File: config.mk
export PLATFORM = sky130hd
export DESIGN_NAME = rms_seq
export DESIGN_NICKNAME = d
export VERILOG_FILES = /design/src/rms_pkg.sv /design/src/rms_seq.sv
export SDC_FILE = /design/constraint.sdc
export NUM_CORES = 1
export LEC_CHECK = 0
export BUFFER_PORTS_ARGS = -buffer_cell sky130_fd_sc_hd__buf_2
export CORE_AREA = 3 3 361 363
export DETAILED_ROUTE_END_ITERATION = 8
export DIE_AREA = 0 0 364 366
export HOLD_SLACK_MARGIN = 0.08
export PLACE_DENSITY_LB_ADDON = 0.05
export SLEW_MARGIN = 20
export SYNTH_ARGS = -nofsm -noshare
export SYNTH_HDL_FRONTEND = slang
export SYNTH_SLANG_ARGS = --single-unit
File: constraint.sdc
create_clock -name i_clk -period 7.75 [get_ports i_clk]
set_clock_uncertainty 0.05 [all_clocks]
set_input_delay 1.55 -clock i_clk [delete_from_list [all_inputs] [get_ports i_clk]]
set_output_delay 1.55 -clock i_clk [all_outputs]
set_load 0.01 [all_outputs]
File: src/rms_pkg.sv
// Shared types, sizes and the string clean-up function for the record merge sorter.
package rms_pkg;

    localparam int DEPTH     = 64;
    localparam int STR_BYTES = 8;
    localparam int TEXT_W    = 64;
    localparam int ADDR_W    = $clog2(DEPTH);
    localparam int CNT_W     = $clog2(DEPTH + 1);
    localparam int IDX_W     = CNT_W + 2;

    typedef struct packed {
        logic [TEXT_W-1:0] name_text;
        logic [TEXT_W-1:0] number_text;
        logic              last_record;
    } t_in_item;

    typedef struct packed {
        logic [TEXT_W-1:0] sorted_name;
        logic [TEXT_W-1:0] sorted_number;
        logic              final_output;
        logic              overflow_seen;
    } t_out_item;

    typedef struct packed {
        logic [TEXT_W-1:0] name;
        logic [TEXT_W-1:0] number;
    } t_rec;

    typedef struct packed {
        logic              en;
        logic [ADDR_W-1:0] addr;
        t_rec              data;
    } t_ram_wr;

    typedef struct packed {
        logic             go;
        logic [CNT_W-1:0] n;
        logic             key_sel;
        logic             ovf;
    } t_seq_go;

    // Keep first STR_BYTES chars, zero everything from the first NUL on.
    function automatic logic [TEXT_W-1:0] clean_text(input logic [TEXT_W-1:0] v);
        logic [TEXT_W-1:0] r;
        logic              alive;
        logic [7:0]        ch;
        r     = '0;
        alive = 1'b1;
        for (int b = 0; b < 8; b++) begin
            ch = v[TEXT_W-1-8*b -: 8];
            if (b >= STR_BYTES || ch == 8'd0) begin
                alive = 1'b0;
            end
            if (alive) begin
                r[TEXT_W-1-8*b -: 8] = ch;
            end
        end
        return r;
    endfunction

endpackage

File: src/rms_seq.sv
// Merge sequencer: bottom-up merge passes ping-ponging between two memories, then emit.
module rms_seq
    import rms_pkg::*;
(
    input  logic              i_clk,
    input  logic              i_rst_n,
    input  t_seq_go           i_go,
    input  t_rec              i_rd0_a,
    input  t_rec              i_rd0_b,
    input  t_rec              i_rd1_a,
    input  t_rec              i_rd1_b,
    output t_ram_wr           o_wr0,
    output t_ram_wr           o_wr1,
    output logic [ADDR_W-1:0] o_raddr_a,
    output logic [ADDR_W-1:0] o_raddr_b,
    output logic              o_busy,
    output logic              o_result_valid,
    output t_out_item         o_result
);

    localparam logic [2:0] S_IDLE  = 3'd0;
    localparam logic [2:0] S_PASS  = 3'd1;
    localparam logic [2:0] S_SETUP = 3'd2;
    localparam logic [2:0] S_READ  = 3'd3;
    localparam logic [2:0] S_MERGE = 3'd4;
    localparam logic [2:0] S_ORD   = 3'd5;
    localparam logic [2:0] S_OEMIT = 3'd6;

    logic [2:0]       r_state, n_state;
    logic [IDX_W-1:0] r_n, n_n;
    logic [IDX_W-1:0] r_width, n_width;
    logic [IDX_W-1:0] r_lo, n_lo;
    logic [IDX_W-1:0] r_mid, n_mid;
    logic [IDX_W-1:0] r_hi, n_hi;
    logic [IDX_W-1:0] r_i, n_i;
    logic [IDX_W-1:0] r_j, n_j;
    logic [IDX_W-1:0] r_k, n_k;
    logic             r_src, n_src;
    logic             r_key, n_key;
    logic             r_ovf, n_ovf;

    t_rec             left_rec, right_rec, out_rec;
    logic [TEXT_W-1:0] key_l, key_r;
    logic             take_left;
    logic [IDX_W-1:0] sum_mid, sum_hi;
    t_ram_wr          wr;

    assign left_rec  = r_src ? i_rd1_a : i_rd0_a;
    assign right_rec = r_src ? i_rd1_b : i_rd0_b;
    assign key_l     = r_key ? left_rec.number  : left_rec.name;
    assign key_r     = r_key ? right_rec.number : right_rec.name;
    assign sum_mid   = r_lo + r_width;
    assign sum_hi    = r_lo + (r_width << 1);

    always_comb begin
        if (r_i >= r_mid) begin
            take_left = 1'b0;
        end else if (r_j >= r_hi) begin
            take_left = 1'b1;
        end else begin
            take_left = (key_l <= key_r);
        end
    end

    assign out_rec   = take_left ? left_rec : right_rec;
    assign wr.en     = (r_state == S_MERGE);
    assign wr.addr   = r_k[ADDR_W-1:0];
    assign wr.data   = out_rec;

    always_comb begin
        o_wr0    = wr;
        o_wr1    = wr;
        o_wr0.en = wr.en & r_src;
        o_wr1.en = wr.en & ~r_src;
    end

    assign o_raddr_a = (r_state == S_ORD) ? r_k[ADDR_W-1:0] : r_i[ADDR_W-1:0];
    assign o_raddr_b = r_j[ADDR_W-1:0];
    assign o_busy    = (r_state != S_IDLE);

    assign o_result_valid          = (r_state == S_OEMIT);
    assign o_result.sorted_name    = left_rec.name;
    assign o_result.sorted_number  = left_rec.number;
    assign o_result.final_output   = (r_k + 1'b1 == r_n);
    assign o_result.overflow_seen  = r_ovf;

    always_comb begin
        n_state = r_state;
        n_n     = r_n;
        n_width = r_width;
        n_lo    = r_lo;
        n_mid   = r_mid;
        n_hi    = r_hi;
        n_i     = r_i;
        n_j     = r_j;
        n_k     = r_k;
        n_src   = r_src;
        n_key   = r_key;
        n_ovf   = r_ovf;
        case (r_state)
            S_IDLE: begin
                if (i_go.go) begin
                    n_n     = IDX_W'(i_go.n);
                    n_key   = i_go.key_sel;
                    n_ovf   = i_go.ovf;
                    n_width = IDX_W'(1);
                    n_src   = 1'b0;
                    n_state = S_PASS;
                end
            end
            S_PASS: begin
                if (r_width >= r_n) begin
                    n_k     = '0;
                    n_state = S_ORD;
                end else begin
                    n_lo    = '0;
                    n_state = S_SETUP;
                end
            end
            S_SETUP: begin
                n_mid   = (sum_mid > r_n) ? r_n : sum_mid;
                n_hi    = (sum_hi > r_n) ? r_n : sum_hi;
                n_i     = r_lo;
                n_j     = (sum_mid > r_n) ? r_n : sum_mid;
                n_k     = r_lo;
                n_state = S_READ;
            end
            S_READ: begin
                n_state = S_MERGE;
            end
            S_MERGE: begin
                if (take_left) begin
                    n_i = r_i + 1'b1;
                end else begin
                    n_j = r_j + 1'b1;
                end
                n_k = r_k + 1'b1;
                if (r_k + 1'b1 == r_hi) begin
                    if (r_hi >= r_n) begin
                        n_width = r_width << 1;
                        n_src   = ~r_src;
                        n_state = S_PASS;
                    end else begin
                        n_lo    = r_hi;
                        n_state = S_SETUP;
                    end
                end else begin
                    n_state = S_READ;
                end
            end
            S_ORD: begin
                n_state = S_OEMIT;
            end
            S_OEMIT: begin
                n_k = r_k + 1'b1;
                if (r_k + 1'b1 == r_n) begin
                    n_state = S_IDLE;
                end else begin
                    n_state = S_ORD;
                end
            end
            default: begin
                n_state = S_IDLE;
            end
        endcase
    end

    always_ff @(posedge i_clk) begin
        if (!i_rst_n) begin
            r_state <= S_IDLE;
        end else begin
            r_state <= n_state;
        end
        r_n     <= n_n;
        r_width <= n_width;
        r_lo    <= n_lo;
        r_mid   <= n_mid;
        r_hi    <= n_hi;
        r_i     <= n_i;
        r_j     <= n_j;
        r_k     <= n_k;
        r_src   <= n_src;
        r_key   <= n_key;
        r_ovf   <= n_ovf;
    end

endmodule

# == Word level (Yosys, flattened, before mapping) ==
# Index checks and enable logic that the tools add are counted.
# word_totals
inputBits,524
register_bits,76
wordCells,91
# op_classes
mux,34
n_reduce_logical,13
eq_ne,16
n_lt_le_gt_ge,7
addsub,5
n_bitwise,3
# ops
operator,n
two-way mux 128 bit,3
two-way mux 64 bit,2
two-way mux 9 bit,10
case mux 9 bit (2 select lines),4
less-or-equal comparator 64 bit,1
adder 9 x 1 -> 9 bit (second input constant),3
case mux 9 bit (3 select lines),1
case mux 3 bit (7 select lines),1
adder 9 bit,2
greater-or-equal comparator 9 x 7 -> 1 bit,2
greater-or-equal comparator 9 bit,2
> comparator 9 x 7 -> 1 bit,2
two-way mux 3 bit,4
inequality test 2 bit (second input constant),6
equality test 3 bit (second input constant),3
equality test 9 x 7 -> 1 bit,1
equality test 9 bit,1
AND reduction 2 bit,4
AND reduction 4 bit,2
two-way mux 7 bit,1
equality test 3 x 2 -> 1 bit (second input constant),2
two-way mux 6 bit,1
nonzero test 2 bit,3
nonzero test 3 bit,2
9 further kinds,15

# == Longest topological paths before layout ==
# Gate-level depths: netlist of run 1.
# logic_depth
ltp_word,7
depth_mapped,18
depth_no_buf,15

# == Worst setup path after synthesis of run 1 ==
# OpenSTA, ideal clock, no wires.
# synth_timing
kind,register -> output
from,register r_src
to,output port o_wr1[123] in the netlist's numbering
t_arrival_ns,4.602
path_buffers,7
stages_incl_launch_ff,19
slack_ns,1.548
cell_sequence,edfxtp_1 > clkbuf_1 > clkbuf_1 > clkbuf_1 > buf_1 > mux2i_1 > a21oi_1 > ha_1 > a21o_1 > nand3_1 > a21oi_1 > or4b_1 > a311oi_1 > a21oi_1 > nor3_2 > buf_4 > buf_4 > mux2_1 > buf_4
# synth_rtl
element,line,rtl
"start, declared",rms_seq.sv:38,"logic r_src, n_src;"
"start signal, assigned",rms_seq.sv:182,r_src <= n_src;
"end, declared",rms_seq.sv:13,"output t_ram_wr o_wr1,"

==> metrics.csv, run 1 <==
metric;value;unit
outcome;finished, final reports clean;
fin_crit;7.400;ns
instances_no_fill;4141;
clk_pin_slew_worst_paths;0.07;ns
cts_root_buf;clkbuf_16;
fin_crit_sh;95.48;%
yosysMostFrequentCell;mux2i_1;
maxSlewHeadroom;21.87;%
rr_worst_depth;18;
ant_nets;0;
clock_latency;0.35;ns
finalHoldViolCount;0;
dr.pass1.iters;5;
cap_violations;0;
yosysTopAreaCellShare;14.83;%
leakage;10.48;nW
clock.fmax;135.1;MHz
r2r_end;r_j[2];
worstPathRequired;6.15;ns
yosysUniqueCellTypes;57;
slew_viol_final;0;
synth_area;14780;sq um
setup_violations;0;
synth-seq-cells;76;
crit_type;in -> out;
synth_area_leaders;edfxtp_1, mux2i_1, mux2_2, ha_1, mux4_2;
overflow;0;
cts_made_buffers;9;
rr_startpoint;r_src;
io_pins;938;
wl_per_cell;28.97;um
grt_max_degree;85;
cts_max_path_buffers;2;
cts_sinks;76;
cts_tree;done;
ir_drop;0.2017;mV
syn_inst;1612;
vias_per_cell;3.879;
critPathLaunchType;input pin;
grtUsageTotal;17.04;%
drtIter0Drc;718;
holdBufCountCts;0;
crit_end;o_wr1[25];
wl;120000;um
drive_above_1_share;53.00;%
grt_pass1_wl;154700;um
min_path_cells;2;
initial_utilization;11.61;%
synth_edf_count;73;
synth_ff_type;edfxtp_1;
yosys-top-cells-count;mux2i_1, inv_1, buf_4;
antenna_found_initial;62;
worst_pin_slew;1.139;ns
vias;16065;
dieArea;133200;sq um
core_region_area;127400;sq um
startpoint;i_rd0_a[3];
synth_top_cell_by_area;edfxtp_1;
yosys_warnings;0;
powerDensity;499.4;nW/um^2
numPortBuffers;937;
r2r_slack;2.55;ns
num_rows;131;
dp_hpwl;107900;um
syn2layout_area_growth;46.09;%
async_flop_share;0;%
hp-class;reg -> reg;
p_total;10.78;mW
crit_fanout;37;
fp.dieW;364;um
crit_arrival;5.80;ns
fin_hold_ws;0.5923;ns
htree_levels;3;
dp.cells;4105;
avgSynthCellArea;9.171;sq um
die_h;366;um
synth-seq-area-share;15.23;%
gp_congestion;0.8817;
route.detailed.drc;0;
final_nets;3113;
cp-end-kind;output pin;
grt_pass1_vias;16409;
-- timing repair --
action,CTS,global route
endpoints found under the setup margin,252,37
buffers inserted,6,0
hold endpoints to repair,0,0
gates cloned,0,0
gates resized for setup,5,2
pin swaps,1,0
-- area by class of cell --
| type | instances | area (sq um) |
|---|---|---|
| well taps | 1662 | 2079 |
| diodes | 15 | 37.54 |
| fillers | 14518 | 105800 |
| multi-input cells | 1142 | 10500 |
| inverters | 167 | 626.9 |
| clock buffers | 12 | 236.5 |
| flip-flops and latches | 76 | 2252 |
| clock inverters | 4 | 98.84 |
| repair buffers | 1063 | 5768 |
-- metrics by stage --
step                      cell area (sq um)  setup slack (ns)  utilization, %  setup TNS, ns
after floorplan                       14790             1.548               -              0
after global placement                21130            -1.221           16.59        -212.36
after detailed placement              21160           -0.4490           16.61         -15.46
after CTS                             21560           0.05958           16.93              0
after global routing                  21560        -0.0007510           16.93     -0.0007510
final                                 21600            0.3501           16.96              0
-- critical path: stages --
cell and delay, ns:
buf_2 0.11, mux2i_1 0.32, a21oi_1 0.15, ha_1 0.47, a21oi_1 0.39, a2111oi_0 0.17, or4b_1 0.49, a311oi_1 0.28
a21oi_1 0.15, nor3_4 0.24, buf_4 0.15, buf_8 0.16, buf_12 0.27, buf_4 0.23, mux2i_1 0.39, buf_2 0.22
-- cell families after synthesis --
kind of cell    Yosys count  synth area share, %
xor+xnor                 47                2.785
buf+inv                 397                14.13
other cells               1              0.02537
simple gates            269                8.650
fa+ha+maj               130                11.10
flops                    76                15.23
mux                     475                39.42
compound gates          217                8.659
-- how the worst min path moves through the flow --
stage | slack (ns) | endpoint | startpoint
finish | 0.59 | r_j[8] | r_j[8]
global route | 0.67 | r_j[7] | r_j[7]
CTS | 0.60 | r_j[8] | r_j[8]
detailed placement | 0.58 | r_j[8] | r_j[8]
global placement | 0.57 | r_j[8] | r_j[8]
floorplan | 0.50 | r_state[2] | r_state[1]
-- flip-flops by register name, summed over array words and instances, names as in the netlist --
signal / cells
r_key: 1
r_src: 1
r_mid: 9
r_n: 7
r_i: 9
r_k: 9
r_j: 9
r_width: 9
r_lo: 9
r_state: 3
r_hi: 9
r_ovf: 1
-- where the power goes --
group / internal, mW / switching, mW
Sequential: 0.725 / 0.293
Clock: 0.317 / 0.195
Combinational: 3.66 / 5.59
-- routing by layer --
metal | part of all wire [%] | GRT usage [%] | vias up
met5 | 0.13 | 0 | -
met4 | 1.1 | 1.606 | 22
met3 | 5.3 | 2.930 | 87
met2 | 49 | 30.34 | 592
met1 | 44 | 22.04 | 7958
li1 | - | - | 7406
-- layout by cell type, fill, tap and decap left out, types with 21 or more instances in the layout --
cell type	Yosys	final
mux2_1	64	64
mux4_2	64	64
inv_1	167	167
xnor2_1	26	26
o21ai_0	34	33
ha_1	128	128
nand4_1	22	22
buf_4	158	115
buf_2	4	937
nand2_1	38	38
edfxtp_1	73	73
a21oi_1	118	118
nor2_1	117	116
nand3_1	28	28
xor2_1	21	21
mux2i_1	194	188
mux2_2	153	153
No activity file was read; power rests on OpenSTA's default activity.
==> inputs of run 2 (changes only) <==
--- a/config.mk
+++ b/config.mk
@@ -5,7 +5,7 @@
 export SDC_FILE = /design/constraint.sdc
 export NUM_CORES = 1
 export LEC_CHECK = 0
-export BUFFER_PORTS_ARGS = -buffer_cell sky130_fd_sc_hd__buf_2
+export BUFFER_PORTS_ARGS = -buffer_cell sky130_fd_sc_hd__buf_4
 export CORE_AREA = 3 3 361 363
 export DETAILED_ROUTE_END_ITERATION = 8
 export DIE_AREA = 0 0 364 366
==> run 2 against run 1 <==
Net effect: non-clock buffer count down 43; largest cell class unchanged; register-to-register slack worse by 0.13 ns; sequential share of layout area down 0.92 points; largest power group unchanged; die area unchanged; fmax up 0.13%; critical path type unchanged.
==> metrics.csv, run 2 (same netlist as run 1, synthesis figures left out) <==
metric;value;unit
crit_end;o_wr0[17];
fin_crit;7.390;ns
final_cell_mix;buf_4, mux2i_1, inv_1, mux2_2, ha_1;
leakage;11.10;nW
cts_tree;done;
num_rows;131;
ir_drop;0.1983;mV
rsz0062_at_grt;false;
initial_utilization;11.61;%
route.detailed.drc;0;
io_pins;938;
cp_slowest_cell;a21oi_1;
cts_setup_buffers;0;
fin_crit_sh;95.36;%
rr_worst_depth;16;
design_area;23670;sq um
intPower;5.458;mW
drtIter0Drc;653;
vias_per_cell;3.875;
gp_congestion;0.8674;
slew_viol_final;0;
layout_setup_ws;0.3596;ns
startpoint;i_rd1_a[67];
crit_chain;buf_4, mux2_2, nor2_1, a21oi_1, ha_1, a21oi_1, a2111oi_0, or4b_1, a311oi_1, a21oi_1, nor3_4, buf_12, buf_12, mux2i_2, buf_4, buf_4;
power.share.sequential;8.8;%
wl;123700;um
fp.dieW;364;um
clk_pin_slew_worst_paths;0.06;ns
crit_family;compound AO/OA/AOI/OAI gates;
overflow;0;
cts_made_buffers;9;
cp_num_cells;16;
cp-end-kind;output pin;
p_comb_share;86.7;%
dr.pass1.iters;5;
dp_hpwl;111500;um
setup_tns;0;ns
final_nets;3070;
crit_arrival;5.79;ns
cts_root_buf;clkbuf_16;
core_region_area;127400;sq um
p_sw;6.169;mW
grt_max_degree;65;
fin_hold_ws;0.5778;ns
switching_share;53.06;%
p_clk_share;4.5;%
dieArea;133200;sq um
placed_cell_area;23250;sq um
vias;15853;
numPortBuffers;937;
crit_type;in -> out;
grtUsageTotal;17.55;%
cp_num_buf_inv;5;
ant_nets;0;
maxSlewHeadroom;23.49;%
clock_latency;0.36;ns
clock.fmax;135.3;MHz
r2r_slack;2.42;ns
post-place-ws;-0.09607;ns
die_h;366;um
antenna_found_initial;30;
grt_pass1_wl;158700;um
p_total;11.63;mW
worstPathRequired;6.15;ns
critPathLaunchType;input pin;
dp.cells;4067;
crit_fanout;18;
finalHoldViolCount;0;
final_common_cell;buf_4;
setup_violations;0;
drive_above_1_share;52.33;%
wl_per_cell;30.24;um
worst_pin_slew;1.119;ns
fin_util;18.59;%
htree_levels;3;
grt_pass1_vias;16510;
syn2layout_area_growth;60.14;%
outcome;finished, final reports clean;
powerDensity;491.1;nW/um^2
cpPeakStageDelay;0.53;ns
instances_no_fill;4091;
rr_startpoint;r_src;
hp-class;reg -> reg;
cts_max_path_buffers;2;
r2r_end;r_j[3];
cts_sinks;76;
cap_violations;0;
==> run 2: cell count changes in the layout (fill, tap and decap cells not counted), moves of 4 or more <==
cell	previous run	this run
buf_12	10	14
buf_2	937	0
buf_4	115	1005
diode_2	15	8
mux2i_1	188	184
mux2i_2	5	9
==> run 2: how the worst min path moves through the flow <==
stage	start	end	cells past startpoint
detailed placement	r_j[8]	r_j[8]	2
global route	r_j[8]	r_j[8]	2
CTS	r_j[8]	r_j[8]	2
floorplan	r_state[1]	r_state[2]	3
global placement	r_j[8]	r_j[8]	2
finish	r_j[8]	r_j[8]	2
==> run 2: tightest hold or removal path, delay by kind of cell, from the launching register on <==
kind	cells	cell delay [ns]
and+or+nand+nor	1	0.07
DFF	1	0.36
xor gates and xnor gates	1	0.08
==> run 2: cell type report <==
cell class	instances	area, sq um
antenna	8	20.02
clock buffer	12	246.5
clock inverter	4	98.84
fill	14320	103700
inverter	167	626.9
multi-input combinational	1142	10510
sequential	76	2252
tap	1662	2079
timing repair buffer	1020	7836
==> run 2: what timing repair did <==
| action | in CTS | in global routing |
|---|---|---|
| hold buffers | 0 | 0 |
| setup endpoints to repair | 16 | 14 |
| gates resized for setup | 7 | 5 |
==> run 2: layer usage <==
| metal | up-vias | global-route usage (%) | routed length (um) |
|---|---|---|---|
| met2 | 514 | 31.83 | 62510 |
| li1 | 7305 | - | - |
| met3 | 60 | 2.979 | 6412 |
| met5 | - | 0 | 97 |
| met4 | 16 | 2.319 | 1585 |
| met1 | 7958 | 22.01 | 53090 |
==> run 2: power groups by stage <==
stage	clock [mW]	combinational [mW]	sequential (mW)
finish	0.521	10.1	1.03
global route	0.553	10.8	1.06
CTS	0.539	10.3	1.04
detailed placement	0	10.3	1.05
global placement	0	10.3	1.05
floorplan	0	5.71	0.847
==> inputs of run 3 (changes only) <==
--- a/config.mk
+++ b/config.mk
@@ -11,6 +11,7 @@
 export DIE_AREA = 0 0 364 366
 export HOLD_SLACK_MARGIN = 0.08
 export PLACE_DENSITY_LB_ADDON = 0.05
+export RECOVER_POWER = 50
 export SLEW_MARGIN = 20
 export SYNTH_ARGS = -nofsm -noshare
 export SYNTH_HDL_FRONTEND = slang
==> run 3 against run 2 <==
Net effect: the run now ends with capacitance limit, slew limit left; via count hardly changed; die area stayed put; global-route usage stayed put; largest power group unchanged; cell count stayed put; non-clock buffer count stayed put; sequential cell count stayed put; first-iteration DRC count is 4.4% higher; sequential share of layout area is 0.15 points higher.
==> metrics.csv, run 3 (same netlist as run 1, synthesis figures left out) <==
metric;value;unit
final_nets;3070;
grt_max_degree;65;
antenna_found_initial;30;
cts_tree;done;
final_common_cell;buf_4;
overflow;0;
ir_drop;0.1986;mV
clk_pin_slew_worst_paths;0.06;ns
crit_fanout;18;
final.fill_count;14385;
hp-class;reg -> reg;
dp_hpwl;111500;um
cp_num_cells;16;
crit_chain;buf_4, mux2_1, nor2_1, a21oi_1, ha_1, a21oi_1, a2111oi_0, or4b_1, a311oi_1, a21oi_1, nor3_4, buf_12, buf_12, mux2i_2, buf_4, buf_4;
die_h;366;um
wl;123500;um
drive_above_1_share;45.77;%
finalHoldViolCount;0;
cpPeakStageDelay;0.54;ns
crit_type;in -> out;
fin_crit;7.453;ns
rsz0062_at_grt;false;
dieArea;133200;sq um
htree_levels;3;
numPortBuffers;937;
p_sw;6.145;mW
cp_num_buf_inv;5;
crit_arrival;5.85;ns
crit_family;compound AO/OA/AOI/OAI gates;
core_region_area;127400;sq um
final_cell_mix;buf_4, mux2i_1, inv_1, mux2_1, ha_1;
ant_nets;0;
p_clk_share;4.6;%
fp.dieW;364;um
setup_violations;0;
dp.cells;4067;
violations;capacitance limit, slew limit;
cts_root_buf;clkbuf_16;
grt_pass1_wl;158700;um
worst_pin_slew;1.763;ns
fin_util;18.31;%
cp-end-kind;output pin;
dr.pass1.iters;4;
cts_made_buffers;9;
num_rows;131;
cp_slowest_cell;a21oi_1;
rr_worst_depth;16;
intPower;5.279;mW
power.share.sequential;9.0;%
setup_tns;0;ns
holdBufCountCts;0;
route.detailed.drc;0;
min_path_cells;2;
syn2layout_area_growth;57.72;%
outcome;complete, but fails checks;
vias;15844;
wl_per_cell;30.19;um
worstPathRequired;6.15;ns
grt_pass1_vias;16510;
clock_latency;0.36;ns
io_pins;938;
cts_sinks;76;
drtIter0Drc;682;
fin_crit_sh;96.16;%
instances_no_fill;4091;
switching_share;53.79;%
grtUsageTotal;17.55;%
critPathLaunchType;input pin;
cts_max_path_buffers;2;
maxSlewHeadroom;-17.55;%
vias_per_cell;3.873;
p_comb_share;86.5;%
leakage;10.79;nW
initial_utilization;11.61;%
cap_violations;2;
gp_congestion;0.8674;
clock.fmax;134.2;MHz
powerDensity;490.0;nW/um^2
slew_viol_final;38;
[run 3: cell types whose count changed in the layout (fill, tap and decap cells not counted), moves of 3 or more]
| cell | before | now |
|---|---|---|
| mux2i_2 | 9 | 6 |
| clkbuf_1 | 2 | 90 |
| buf_4 | 1005 | 908 |
| mux2_2 | 153 | 86 |
| mux2_1 | 64 | 131 |
| mux2i_1 | 184 | 187 |
| clkbuf_4 | 0 | 9 |
[run 3: repair_timing]
item / CTS / global route
endpoints found under the setup margin: 16 / 14
gates cloned: 0 / 0
setup buffers: 0 / 0
endpoints found under the hold margin: 0 / 0
resized for setup: 7 / 5
[run 3: tightest hold or removal path, delay by kind of cell (launching register included)]
kind	cells	cell delay, ns
simple gates	1	0.07
xor+xnor	1	0.08
flops	1	0.36
[run 3: worst paths after layout]
kind                             startpoint        end  slack, ns
worst min-delay path                 r_j[8]     r_j[8]       0.58
worst max register to register        r_src     r_j[3]       2.31
worst min register to register       r_j[8]     r_j[8]       0.58
worst max-delay path            i_rd1_a[67]  o_wr0[17]       0.30
[run 3: power groups by stage]
stage / clock (mW) / sequential, mW / combinational [mW]
2_1_floorplan: 0 / 0.847 / 5.71
3_3_place_gp: 0 / 1.05 / 10.3
3_5_place_dp: 0 / 1.05 / 10.3
4_1_cts: 0.539 / 1.04 / 10.3
5_1_grt: 0.553 / 1.06 / 10.6
6_report: 0.523 / 1.02 / 9.88
[run 3: layout make-up]
cell class	count	area [sq um]	area share, %
tap	1662	2079	8.919
sequential	76	2252	9.659
inverter	167	626.9	2.688
multi-input combinational	1142	10490	44.97
timing repair buffer	1020	7506	32.19
antenna	8	20.02	0.08586
clock inverter	4	98.84	0.4239
clock buffer	12	246.5	1.057
[run 3: through the flow]
stage	instance area, sq um	hold slack, ns	total power [mW]	setup slack (ns)
finish	23320	0.5778	11.42	0.2973
global route	23300	0.6746	12.22	0.04951
CTS	23620	0.5845	11.92	0.01128
detailed placement	23250	0.5680	11.33	-0.09607
floorplan	14790	0.4954	6.560	1.548
global placement	23250	0.5681	11.36	0.03416
[run 3: metal layers]
layer  routed length (um)  track usage [%]
met1                52770            22.01
met4                 1640            2.319
met2                62450            31.83
met3                 6563            2.979
met5                   96                0
